[src/sv/atr_pkg.sv]
// Shared constants and controller/datapath interface types for the
// average true range filter. No dependencies.
`default_nettype none
package atr_pkg;

	localparam int PRICE_W    = 32;
	localparam int FRAC_W     = 16;
	localparam int ATR_W      = 48;
	localparam int SUM_W      = 40;
	localparam int PER_W      = 9;
	localparam int MAX_PERIOD = 256;
	localparam int PROD_W     = ATR_W + PER_W - 1;
	localparam int DIV_W      = ATR_W + PER_W;
	localparam int DIV_CNT_W  = $clog2(DIV_W);

	localparam logic [PER_W-1:0]     RESET_PERIOD = PER_W'(14);
	localparam logic [DIV_CNT_W-1:0] DIV_LAST     = DIV_CNT_W'(DIV_W - 1);

	typedef struct packed {
		logic capture;
		logic calc_tr;
		logic update;
		logic mul;
		logic load_div;
		logic div_step;
		logic finish;
		logic load_out;
	} cmd_t;

	typedef struct packed {
		logic smooth;
		logic seed_div;
		logic div_last;
	} sts_t;

endpackage
`default_nettype wire

[src/sv/atr_ctrl.sv]
// Sequencing controller for the average true range filter.
// Depends on atr_pkg; drives atr_dpath through cmd_t and reads sts_t.
`default_nettype none
module atr_ctrl (
	input  wire logic         clk,
	input  wire logic         arst_n,
	input  wire logic         in_valid,
	output logic              in_stall,
	output logic              out_valid,
	input  wire logic         out_stall,
	input  wire atr_pkg::sts_t sts,
	output atr_pkg::cmd_t     cmd
);
	import atr_pkg::*;

	localparam logic [2:0] S_IDLE = 3'd0;
	localparam logic [2:0] S_TR   = 3'd1;
	localparam logic [2:0] S_UPD  = 3'd2;
	localparam logic [2:0] S_MUL  = 3'd3;
	localparam logic [2:0] S_LOAD = 3'd4;
	localparam logic [2:0] S_DIV  = 3'd5;
	localparam logic [2:0] S_FIN  = 3'd6;
	localparam logic [2:0] S_OUT  = 3'd7;

	logic [2:0] state_q;
	logic [2:0] state_d;
	logic       out_valid_q;
	logic       out_free;

	assign out_free  = !out_valid_q || !out_stall;
	assign in_stall  = (state_q != S_IDLE);
	assign out_valid = out_valid_q;

	always_comb begin
		cmd      = '0;
		state_d  = state_q;
		unique case (state_q)
			S_IDLE: begin
				cmd.capture = in_valid;
				if (in_valid) state_d = S_TR;
			end
			S_TR: begin
				cmd.calc_tr = 1'b1;
				state_d     = S_UPD;
			end
			S_UPD: begin
				cmd.update = 1'b1;
				if (sts.smooth) state_d = S_MUL;
				else if (sts.seed_div) state_d = S_LOAD;
				else state_d = S_OUT;
			end
			S_MUL: begin
				cmd.mul = 1'b1;
				state_d = S_LOAD;
			end
			S_LOAD: begin
				cmd.load_div = 1'b1;
				state_d      = S_DIV;
			end
			S_DIV: begin
				cmd.div_step = 1'b1;
				if (sts.div_last) state_d = S_FIN;
			end
			S_FIN: begin
				cmd.finish = 1'b1;
				state_d    = S_OUT;
			end
			S_OUT: begin
				cmd.load_out = out_free;
				if (out_free) state_d = S_IDLE;
			end
			default: state_d = S_IDLE;
		endcase
	end

	always_ff @(posedge clk or negedge arst_n) begin
		if (!arst_n) begin
			state_q     <= S_IDLE;
			out_valid_q <= 1'b0;
		end else begin
			state_q <= state_d;
			if (cmd.load_out) out_valid_q <= 1'b1;
			else if (!out_stall) out_valid_q <= 1'b0;
		end
	end

	a_div_exit: assert property (@(posedge clk) disable iff (!arst_n)
		(state_q == S_DIV && sts.div_last) |=> (state_q == S_FIN))
		else $error("division did not finish after its last step");

	a_out_source: assert property (@(posedge clk) disable iff (!arst_n)
		$rose(out_valid_q) |-> ($past(state_q) == S_OUT))
		else $error("result raised outside output state");

	a_out_no_clobber: assert property (@(posedge clk) disable iff (!arst_n)
		(cmd.load_out && out_valid_q) |-> !out_stall)
		else $error("pending result overwritten");

endmodule
`default_nettype wire

[src/sv/atr_dpath.sv]
// Datapath for the average true range filter: period register, history,
// true range, seed sum, 48x8 multiplier and bit-serial restoring divider.
// Depends on atr_pkg; controlled by atr_ctrl.
`default_nettype none
module atr_dpath (
	input  wire logic                         clk,
	input  wire logic                         arst_n,
	input  wire logic                         cfg_wr_en,
	input  wire logic [atr_pkg::PER_W-1:0]    cfg_wr_data,
	input  wire logic [atr_pkg::PRICE_W-1:0]  bar_high,
	input  wire logic [atr_pkg::PRICE_W-1:0]  bar_low,
	input  wire logic [atr_pkg::PRICE_W-1:0]  bar_close,
	input  wire logic                         restart,
	input  wire atr_pkg::cmd_t                cmd,
	output atr_pkg::sts_t                     sts,
	output logic [atr_pkg::PRICE_W-1:0]       true_range,
	output logic                              tr_valid,
	output logic [atr_pkg::ATR_W-1:0]         atr,
	output logic                              atr_valid
);
	import atr_pkg::*;

	logic [PER_W-1:0]     period_q;
	logic [PER_W-1:0]     n_eff;
	logic [PER_W-1:0]     n_q;
	logic [PRICE_W-1:0]   hi_q;
	logic [PRICE_W-1:0]   lo_q;
	logic [PRICE_W-1:0]   cl_q;
	logic                 restart_q;

	logic [PRICE_W-1:0]   last_close_q;
	logic                 have_last_q;
	logic [PER_W-1:0]     seed_count_q;
	logic [SUM_W-1:0]     seed_sum_q;
	logic [ATR_W-1:0]     atr_q;
	logic                 seeded_q;

	logic [PRICE_W-1:0]   tr_q;
	logic                 tr_ok_q;
	logic [PROD_W-1:0]    prod_q;
	logic [DIV_W-1:0]     dq_q;
	logic [PER_W-1:0]     rem_q;
	logic [DIV_CNT_W-1:0] div_cnt_q;

	logic [PRICE_W-1:0]   tr_top;
	logic [PRICE_W-1:0]   tr_bot;
	logic [PER_W-1:0]     count_inc;
	logic [PER_W-1:0]     n_less1;
	logic [PER_W:0]       trial;
	logic [PER_W:0]       trial_diff;
	logic                 trial_ge;
	logic [DIV_W-1:0]     smooth_dividend;
	logic [DIV_W-1:0]     seed_dividend;

	always_comb begin
		if (period_q == '0) n_eff = PER_W'(1);
		else if (period_q > PER_W'(MAX_PERIOD)) n_eff = PER_W'(MAX_PERIOD);
		else n_eff = period_q;
	end

	assign tr_top     = (hi_q > last_close_q) ? hi_q : last_close_q;
	assign tr_bot     = (lo_q < last_close_q) ? lo_q : last_close_q;
	assign count_inc  = seed_count_q + PER_W'(1);
	assign n_less1    = n_q - PER_W'(1);
	assign trial      = {rem_q, dq_q[DIV_W-1]};
	assign trial_diff = trial - {1'b0, n_q};
	assign trial_ge   = (trial >= {1'b0, n_q});

	assign smooth_dividend = {{(DIV_W-PROD_W){1'b0}}, prod_q}
		+ {{(DIV_W-PRICE_W-FRAC_W){1'b0}}, tr_q, {FRAC_W{1'b0}}};
	assign seed_dividend = {{(DIV_W-SUM_W-FRAC_W){1'b0}}, seed_sum_q, {FRAC_W{1'b0}}};

	assign sts.smooth   = tr_ok_q && seeded_q;
	assign sts.seed_div = tr_ok_q && !seeded_q && (count_inc >= n_q);
	assign sts.div_last = (div_cnt_q == DIV_LAST);

	always_ff @(posedge clk or negedge arst_n) begin
		if (!arst_n) begin
			period_q     <= RESET_PERIOD;
			last_close_q <= '0;
			have_last_q  <= 1'b0;
			seed_count_q <= '0;
			seed_sum_q   <= '0;
			atr_q        <= '0;
			seeded_q     <= 1'b0;
		end else begin
			if (cfg_wr_en) period_q <= cfg_wr_data;
			if (cmd.calc_tr) begin
				if (restart_q) begin
					seed_count_q <= '0;
					seed_sum_q   <= '0;
					atr_q        <= '0;
					seeded_q     <= 1'b0;
				end
				last_close_q <= cl_q;
				have_last_q  <= 1'b1;
			end
			if (cmd.update && tr_ok_q && !seeded_q) begin
				seed_sum_q   <= seed_sum_q + {{(SUM_W-PRICE_W){1'b0}}, tr_q};
				seed_count_q <= count_inc;
			end
			if (cmd.finish) begin
				atr_q    <= dq_q[ATR_W-1:0];
				seeded_q <= 1'b1;
			end
		end
	end

	always_ff @(posedge clk) begin
		if (cmd.capture) begin
			hi_q      <= bar_high;
			lo_q      <= bar_low;
			cl_q      <= bar_close;
			restart_q <= restart;
			n_q       <= n_eff;
		end
		if (cmd.calc_tr) begin
			tr_q    <= tr_top - tr_bot;
			tr_ok_q <= have_last_q && !restart_q;
		end
		if (cmd.mul) prod_q <= atr_q * n_less1[PER_W-2:0];
		if (cmd.load_div) begin
			dq_q      <= seeded_q ? smooth_dividend : seed_dividend;
			rem_q     <= '0;
			div_cnt_q <= '0;
		end else if (cmd.div_step) begin
			dq_q      <= {dq_q[DIV_W-2:0], trial_ge};
			rem_q     <= trial_ge ? trial_diff[PER_W-1:0] : trial[PER_W-1:0];
			div_cnt_q <= div_cnt_q + DIV_CNT_W'(1);
		end
		if (cmd.load_out) begin
			true_range <= tr_ok_q ? tr_q : '0;
			tr_valid   <= tr_ok_q;
			atr        <= seeded_q ? atr_q : '0;
			atr_valid  <= seeded_q;
		end
	end

	a_count_bound: assert property (@(posedge clk) disable iff (!arst_n)
		seed_count_q <= PER_W'(MAX_PERIOD))
		else $error("seed count beyond maximum period");

	a_seeded_count: assert property (@(posedge clk) disable iff (!arst_n)
		seeded_q |-> (seed_count_q != '0))
		else $error("average seeded without any true range");

	a_rem_bound: assert property (@(posedge clk) disable iff (!arst_n)
		$past(cmd.div_step) |-> (rem_q < n_q))
		else $error("division remainder not below divisor");

endmodule
`default_nettype wire

[src/sv/average_true_range_filter.sv]
// Wilder average true range filter, top level. One result per bar.
// A bar that needs no division skips the 57-step bit-serial divider, which seeds and
// smooths the average. One bar in flight; the next is taken the cycle after its result
// is loaded into the output register, and output stalls hold that load back.
// Reset clears history and sets period to 14.
`default_nettype none
module average_true_range_filter (
	input  wire logic                        clk,
	input  wire logic                        arst_n,
	input  wire logic                        cfg_wr_en,
	input  wire logic [atr_pkg::PER_W-1:0]   cfg_wr_data,
	input  wire logic                        in_valid,
	output logic                             in_stall,
	input  wire logic [atr_pkg::PRICE_W-1:0] bar_high,
	input  wire logic [atr_pkg::PRICE_W-1:0] bar_low,
	input  wire logic [atr_pkg::PRICE_W-1:0] bar_close,
	input  wire logic                        restart,
	output logic                             out_valid,
	input  wire logic                        out_stall,
	output logic [atr_pkg::PRICE_W-1:0]      true_range,
	output logic                             tr_valid,
	output logic [atr_pkg::ATR_W-1:0]        atr,
	output logic                             atr_valid
);
	import atr_pkg::*;

	cmd_t cmd;
	sts_t sts;

	atr_ctrl u_ctrl (
		.clk       (clk),
		.arst_n    (arst_n),
		.in_valid  (in_valid),
		.in_stall  (in_stall),
		.out_valid (out_valid),
		.out_stall (out_stall),
		.sts       (sts),
		.cmd       (cmd)
	);

	atr_dpath u_dpath (
		.clk         (clk),
		.arst_n      (arst_n),
		.cfg_wr_en   (cfg_wr_en),
		.cfg_wr_data (cfg_wr_data),
		.bar_high    (bar_high),
		.bar_low     (bar_low),
		.bar_close   (bar_close),
		.restart     (restart),
		.cmd         (cmd),
		.sts         (sts),
		.true_range  (true_range),
		.tr_valid    (tr_valid),
		.atr         (atr),
		.atr_valid   (atr_valid)
	);

endmodule
`default_nettype wire

[config.mk]
export PLATFORM = sky130hd
export DESIGN_NAME = average_true_range_filter
export DESIGN_NICKNAME = d
export VERILOG_FILES = /design/src/sv/atr_pkg.sv /design/src/sv/atr_ctrl.sv /design/src/sv/atr_dpath.sv /design/src/sv/average_true_range_filter.sv
export SDC_FILE = /design/constraint.sdc
export NUM_CORES = 2
export LEC_CHECK = 0
export ABC_AREA = 1
export BUFFER_PORTS_ARGS = -buffer_cell sky130_fd_sc_hd__buf_4
export CORE_MARGIN = 2
export CORE_UTILIZATION = 64
export CTS_CLUSTER_DIAMETER = 100
export DETAILED_ROUTE_END_ITERATION = 6
export PLACE_DENSITY = 0.8
export SYNTH_ARGS = -nofsm -noshare
export SYNTH_HDL_FRONTEND = slang
export SYNTH_SLANG_ARGS = --single-unit
[constraint.sdc]
create_clock -name clk -period 8.2 [get_ports clk]
set_input_delay 0 -clock clk [delete_from_list [all_inputs] [get_ports clk]]
set_output_delay 0 -clock clk [all_outputs]
set_load 0.01 [all_outputs]
After elaboration in Yosys (flattened, before gate mapping) --
Cells that the tools add are included.
Storage, ports and cells: RAM bits 0, word-level logic and storage cells 108, latch bits 0, bits in registers 493, memory bits (read-only) 0, output and inout port bits 84, memories 0
Operators by class: $lt $le $gt $ge 5, shift operators 0, bitwise gates (word level) 0, div/mod/pow operators 0, mux-type cells 35, reductions and logical operators 23, equality and inequality tests 12, add/sub/neg operators 7, multiply operators 1
Operators with widths (number):
- $mux 57 | 3
- $mux 48 | 3
- $mux 40 | 3
- $mux 32 | 2
- $add 56x48->57 | 1
- $mul 48x8->56 | 1
- $mux 9 | 5
- $add 40x32->40 | 1
- $gt 32x32->1 | 1
- $lt 32x32->1 | 1
- $sub 32x32->32 | 1
- $pmux 3 s8 | 1
- $mux 1 | 13
- $eq 3x3->1 const B | 4
- $mux 3 | 4
- $ge 10x9->1 | 1
- $reduce_bool 2->1 | 5
- $add 9x1->9 const B | 1
- $ge 9x9->1 | 1
- $gt 9x9->1 const B | 1
- $logic_not 9->1 | 1
- $sub 9x9->9 | 1
- $sub 8x1->8 const B | 1
- $add 6x1->6 const B | 1
- other kinds (14) | 26

Longest topological paths before layout --
word-level depth 6, gate-level depth with buffers 31, mapped depth without buffers 30

Modules after synthesis --
A second synthesis with hierarchy kept.
Second synthesis, totals: cells, all modules 4800, area, all modules 39651.8 µm²
Modules (own cells, without submodules):
- atr_dpath | area an instance 39339.0 µm², seq. area each 13837.0 µm², instances 1, cells an instance 4752
- atr_ctrl | area an instance 312.8 µm², seq. area each 100.1 µm², instances 1, cells an instance 48

Worst setup path before layout --
No wires, ideal clock.
path type reg-to-reg, from reg u_ctrl.state_q[1], to reg u_dpath.cl_q[0] (enable), data arrival time 5156 ps, period minus slack after synthesis 5728 ps, setup time 572 ps, cell stages (with the launch flop) 6, path slack 2472 ps, path through dfrtp_1 nor2_1 inv_1 nor2_1 inv_1 nor2_1
RTL lines:
- from (decl) | line atr_ctrl.sv:25 | logic [2:0] state_q;
- from (signal assigned) | line atr_ctrl.sv:81 | state_q <= state_d;
- to (signal assigned) | line atr_dpath.sv:113 | cl_q <= bar_close;
- to (decl) | line atr_dpath.sv:28 | logic [PRICE_W-1:0] cl_q;

Final worst setup path --
from reg u_dpath.n_q[0], to reg u_dpath.prod_q[55], data pin
Between the ends: word-level cells in the longest chain between the ends 2
RTL lines:
- from (decl) | line atr_dpath.sv:25 | logic [PER_W-1:0] n_q;
- from (signal assigned) | line atr_dpath.sv:115 | n_q <= n_eff;
- $sub 8x1->8 | line atr_dpath.sv:64 | assign n_less1 = n_q - PER_W'(1);
- $mul 48x8->56 | line atr_dpath.sv:121 | if (cmd.mul) prod_q <= atr_q * n_less1[PER_W-2:0];
- to (signal assigned) | line atr_dpath.sv:121
- to (decl) | line atr_dpath.sv:40 | logic [PROD_W-1:0] prod_q;
No other way between the ends. A chain may end at the register's enable or synchronous reset.

==> flow_summary.ini <==
[final_layout]
area_delta_synth_final_pct = 13.5
fin_nets = 5700
layout-drive-gt1-share_pct = 8.63
num_antenna_cells = 0
layout_common_cells = nand2_1, inv_1, nor2_1
final_common_cell = nand2_1

[yosys]
synth-seq-cells = 493
synth_mux_area_share_pct = 0.200
synth_enable_flop_cells = 334
synth_top_family_by_area = adder cells
avgSynthCellArea_um2 = 8.31
synthAdderAreaFrac_pct = 22.4
syn-num-nets = 5398
synth-compound-area-share_pct = 11.4
yosysSeqAreaShare_pct = 35.3
netlist_instances = 4749
synth_area_um2 = 39500
synth-simple-area-share_pct = 18.9
yosysUniqueCellTypes = 61
yosys_warnings = 0
synthFlopType = edfxtp_1
synth-async-reset-ratio_pct = 29.2
synth_xor_area_share_pct = 2.44

[setup_path]
path_delay_family = adder cells
setup.worst_path.class = flop to flop
cp_num_buf_inv = 4
crit_path_end_kind = flop
cp.depth = 23
critical_path_required_ps = 8580
path_cells = inv_2 -> ha_1 -> nand2_1 -> nand2_1 -> nand2_1 -> buf_4 -> nor2_1 -> fa_1 -> inv_1 -> fa_1 -> fa_1 -> fa_1 -> inv_1 -> ha_1 -> a21oi_1 -> nor2_1 -> nor2_1 -> o21ai_0 -> a21oi_1 -> nand3_2 -> nand3_1 -> nand2_1 -> xor2_1
crit_arrival_ps = 7200
start_kind = flop
reg2reg_depth = 23
slowest_stage = nand2_1
path_max_fanout = 18
slowest_delay_ps = 800

[die]
row_count = 91
start_util_pct = 64.3
fp.dieH_um = 252
pin_count = 195
die_w_um = 252
core_um2 = 61400
die-area_um2 = 63600

[global_route]
grt_first_pass_wirelength_mm = 194
grt_pass1_vias = 34687
antenna_found_initial = 2
use_met2_pct = 63.9
grt_use_met3_pct = 7.39
busiest_layer = met2
track_usage_pct = 39.8
grt_overflow = 0
grt_max_degree = 98
use_met1_pct = 51.9

[routing]
initialDrtViolationCount = 3389
drc_errors = 0
dr.pass1.iters = 6
wl_per_cell_um = 21.2
routed_wl_mm = 125
ant_nets = 0
via_count = 34610
via_per_inst = 5.88

[clock_tree]
cts.clk_slew.worst_paths_ps = 70
post_cts_resized = 0
clock_latency_ps = 640
cts_buffers = 54
clock_path_buffers = 3
tritoncts = yes
post-cts-setup-buffer-count = 0
postCtsHoldBufs = 122
ctsHtreeMaxLevel = 2
clock_sinks = 493
cts_root_buf = clkbuf_16

[sta]
timing_hold_violations_final = 0
fin_crit_ps = 6820
fmax_ghz = 0.147
finalCritPeriodShare_pct = 83.1
slew_violations = 0
grt_setup_unrepaired = no
slew_headroom_pct = 16.8
worst_clock_skew_ps = 23.9
worst_pin_slew_ps = 1240
setup_viol = 0
setup_tns_ps = 0

[placed_design]
port_buffers = 194
dpl.hpwl_mm = 92.2
gp_congestion = 1.02

[flow_run]
max_cap_viol_count = 0

[worst_hold_path]
holdPathStages = 2
hold_path_class = primary input to flop

[status]
outcome = finished clean
-- final timing paths --
path,from,to,slack [ps]
setup / recovery,u_dpath.n_q[0],u_dpath.prod_q[55],1380
hold / removal,bar_low[11],u_dpath.lo_q[11],90
setup reg to reg,u_dpath.n_q[0],u_dpath.prod_q[55],1380
hold reg to reg,u_dpath.cl_q[25],u_dpath.last_close_q[25],450
max in group asynchronous,arst_n,u_dpath.period_q[5],6620
min in group asynchronous,arst_n,u_dpath.atr_q[19],540
-- Yosys cell counts, types with 24 or more instances --
library cell | instances | area (µm²)
nand2_1 | 946 | 3550
nand4_1 | 30 | 188
inv_1 | 836 | 3140
nor3_1 | 41 | 205
o22ai_1 | 56 | 350
ha_1 | 258 | 3230
buf_2 | 32 | 160
dfrtp_1 | 141 | 3530
edfxtp_1 | 334 | 10000
fa_1 | 280 | 5610
clkbuf_1 | 66 | 248
xor2_1 | 74 | 648
a21o_1 | 24 | 180
xnor2_1 | 36 | 315
nor2_1 | 597 | 2240
a21oi_1 | 309 | 1550
o21ai_0 | 287 | 1440
nand3_1 | 128 | 641
-- cells by family (layout without fill, tap and decap cells) --
kind of cell,after synthesis,after routing
simple gates,1826,1826
buf+inv,963,1311
compound gates,812,812
fa+ha+maj,538,538
flops,493,493
xor+xnor,110,110
mux,7,7
-- per-layer routing --
metal / vias up / share of wire [%]
met3: 423 / 9.1
met5: - / 0.010
met4: 2 / 5.9
met1: 16434 / 39
li1: 15854 / -
met2: 1897 / 46
-- sequential cells by signal, summed over array words and instances, names as in the netlist, 3 cells and up --
register and count:
u_dpath.true_range 32, u_dpath.period_q 9, u_ctrl.state_q 3, u_dpath.atr 48, u_dpath.prod_q 56, u_dpath.n_q 9
u_dpath.atr_q 48, u_dpath.last_close_q 32, u_dpath.tr_q 32, u_dpath.seed_count_q 9, u_dpath.dq_q 57, u_dpath.rem_q 9
u_dpath.seed_sum_q 40, u_dpath.div_cnt_q 6, u_dpath.cl_q 32, u_dpath.hi_q 32, u_dpath.lo_q 32
-- worst reg2reg max path, stage by stage (launching register included) --
cell and delay [ps]:
edfxtp_1 580, inv_2 100, ha_1 260, nand2_1 100
nand2_1 50, nand2_1 800, buf_4 390, nor2_1 90
fa_1 640, inv_1 80, fa_1 460, fa_1 530
fa_1 560, inv_1 50, ha_1 400, a21oi_1 260
nor2_1 60, nor2_1 220, o21ai_0 140, a21oi_1 220
nand3_2 210, nand3_1 120, nand2_1 90, xor2_1 150
-- final cells by class --
cell class	instances	area, µm²
tap	790	988
multi-input combinational	3293	21900
clock buffer	76	1500
fill	4590	16600
inverter	855	3210
sequential	493	13900
clock inverter	26	303
timing repair buffer	354	2980
-- stage by stage --
step / hold slack (ps) / setup WS (ps) / area (µm²) / utilization, % / cells
after detailed placement: -72.6 / 1470 / 41800 / 68.0 / 5663
final: 91.1 / 1380 / 44800 / 73.0 / 5887
after global routing: 73.7 / 1080 / 44800 / 73.0 / 5887
after floorplan: -296 / 2470 / 39500 / - / 4749
after global placement: -72.9 / 1450 / 41800 / 68.0 / 5663
after CTS: 54.6 / 1450 / 44800 / 73.0 / 5887
Power is left out: the tool's default activity adds up to more than one toggle a clock period on the data nets, which glitch-free logic cannot reach.
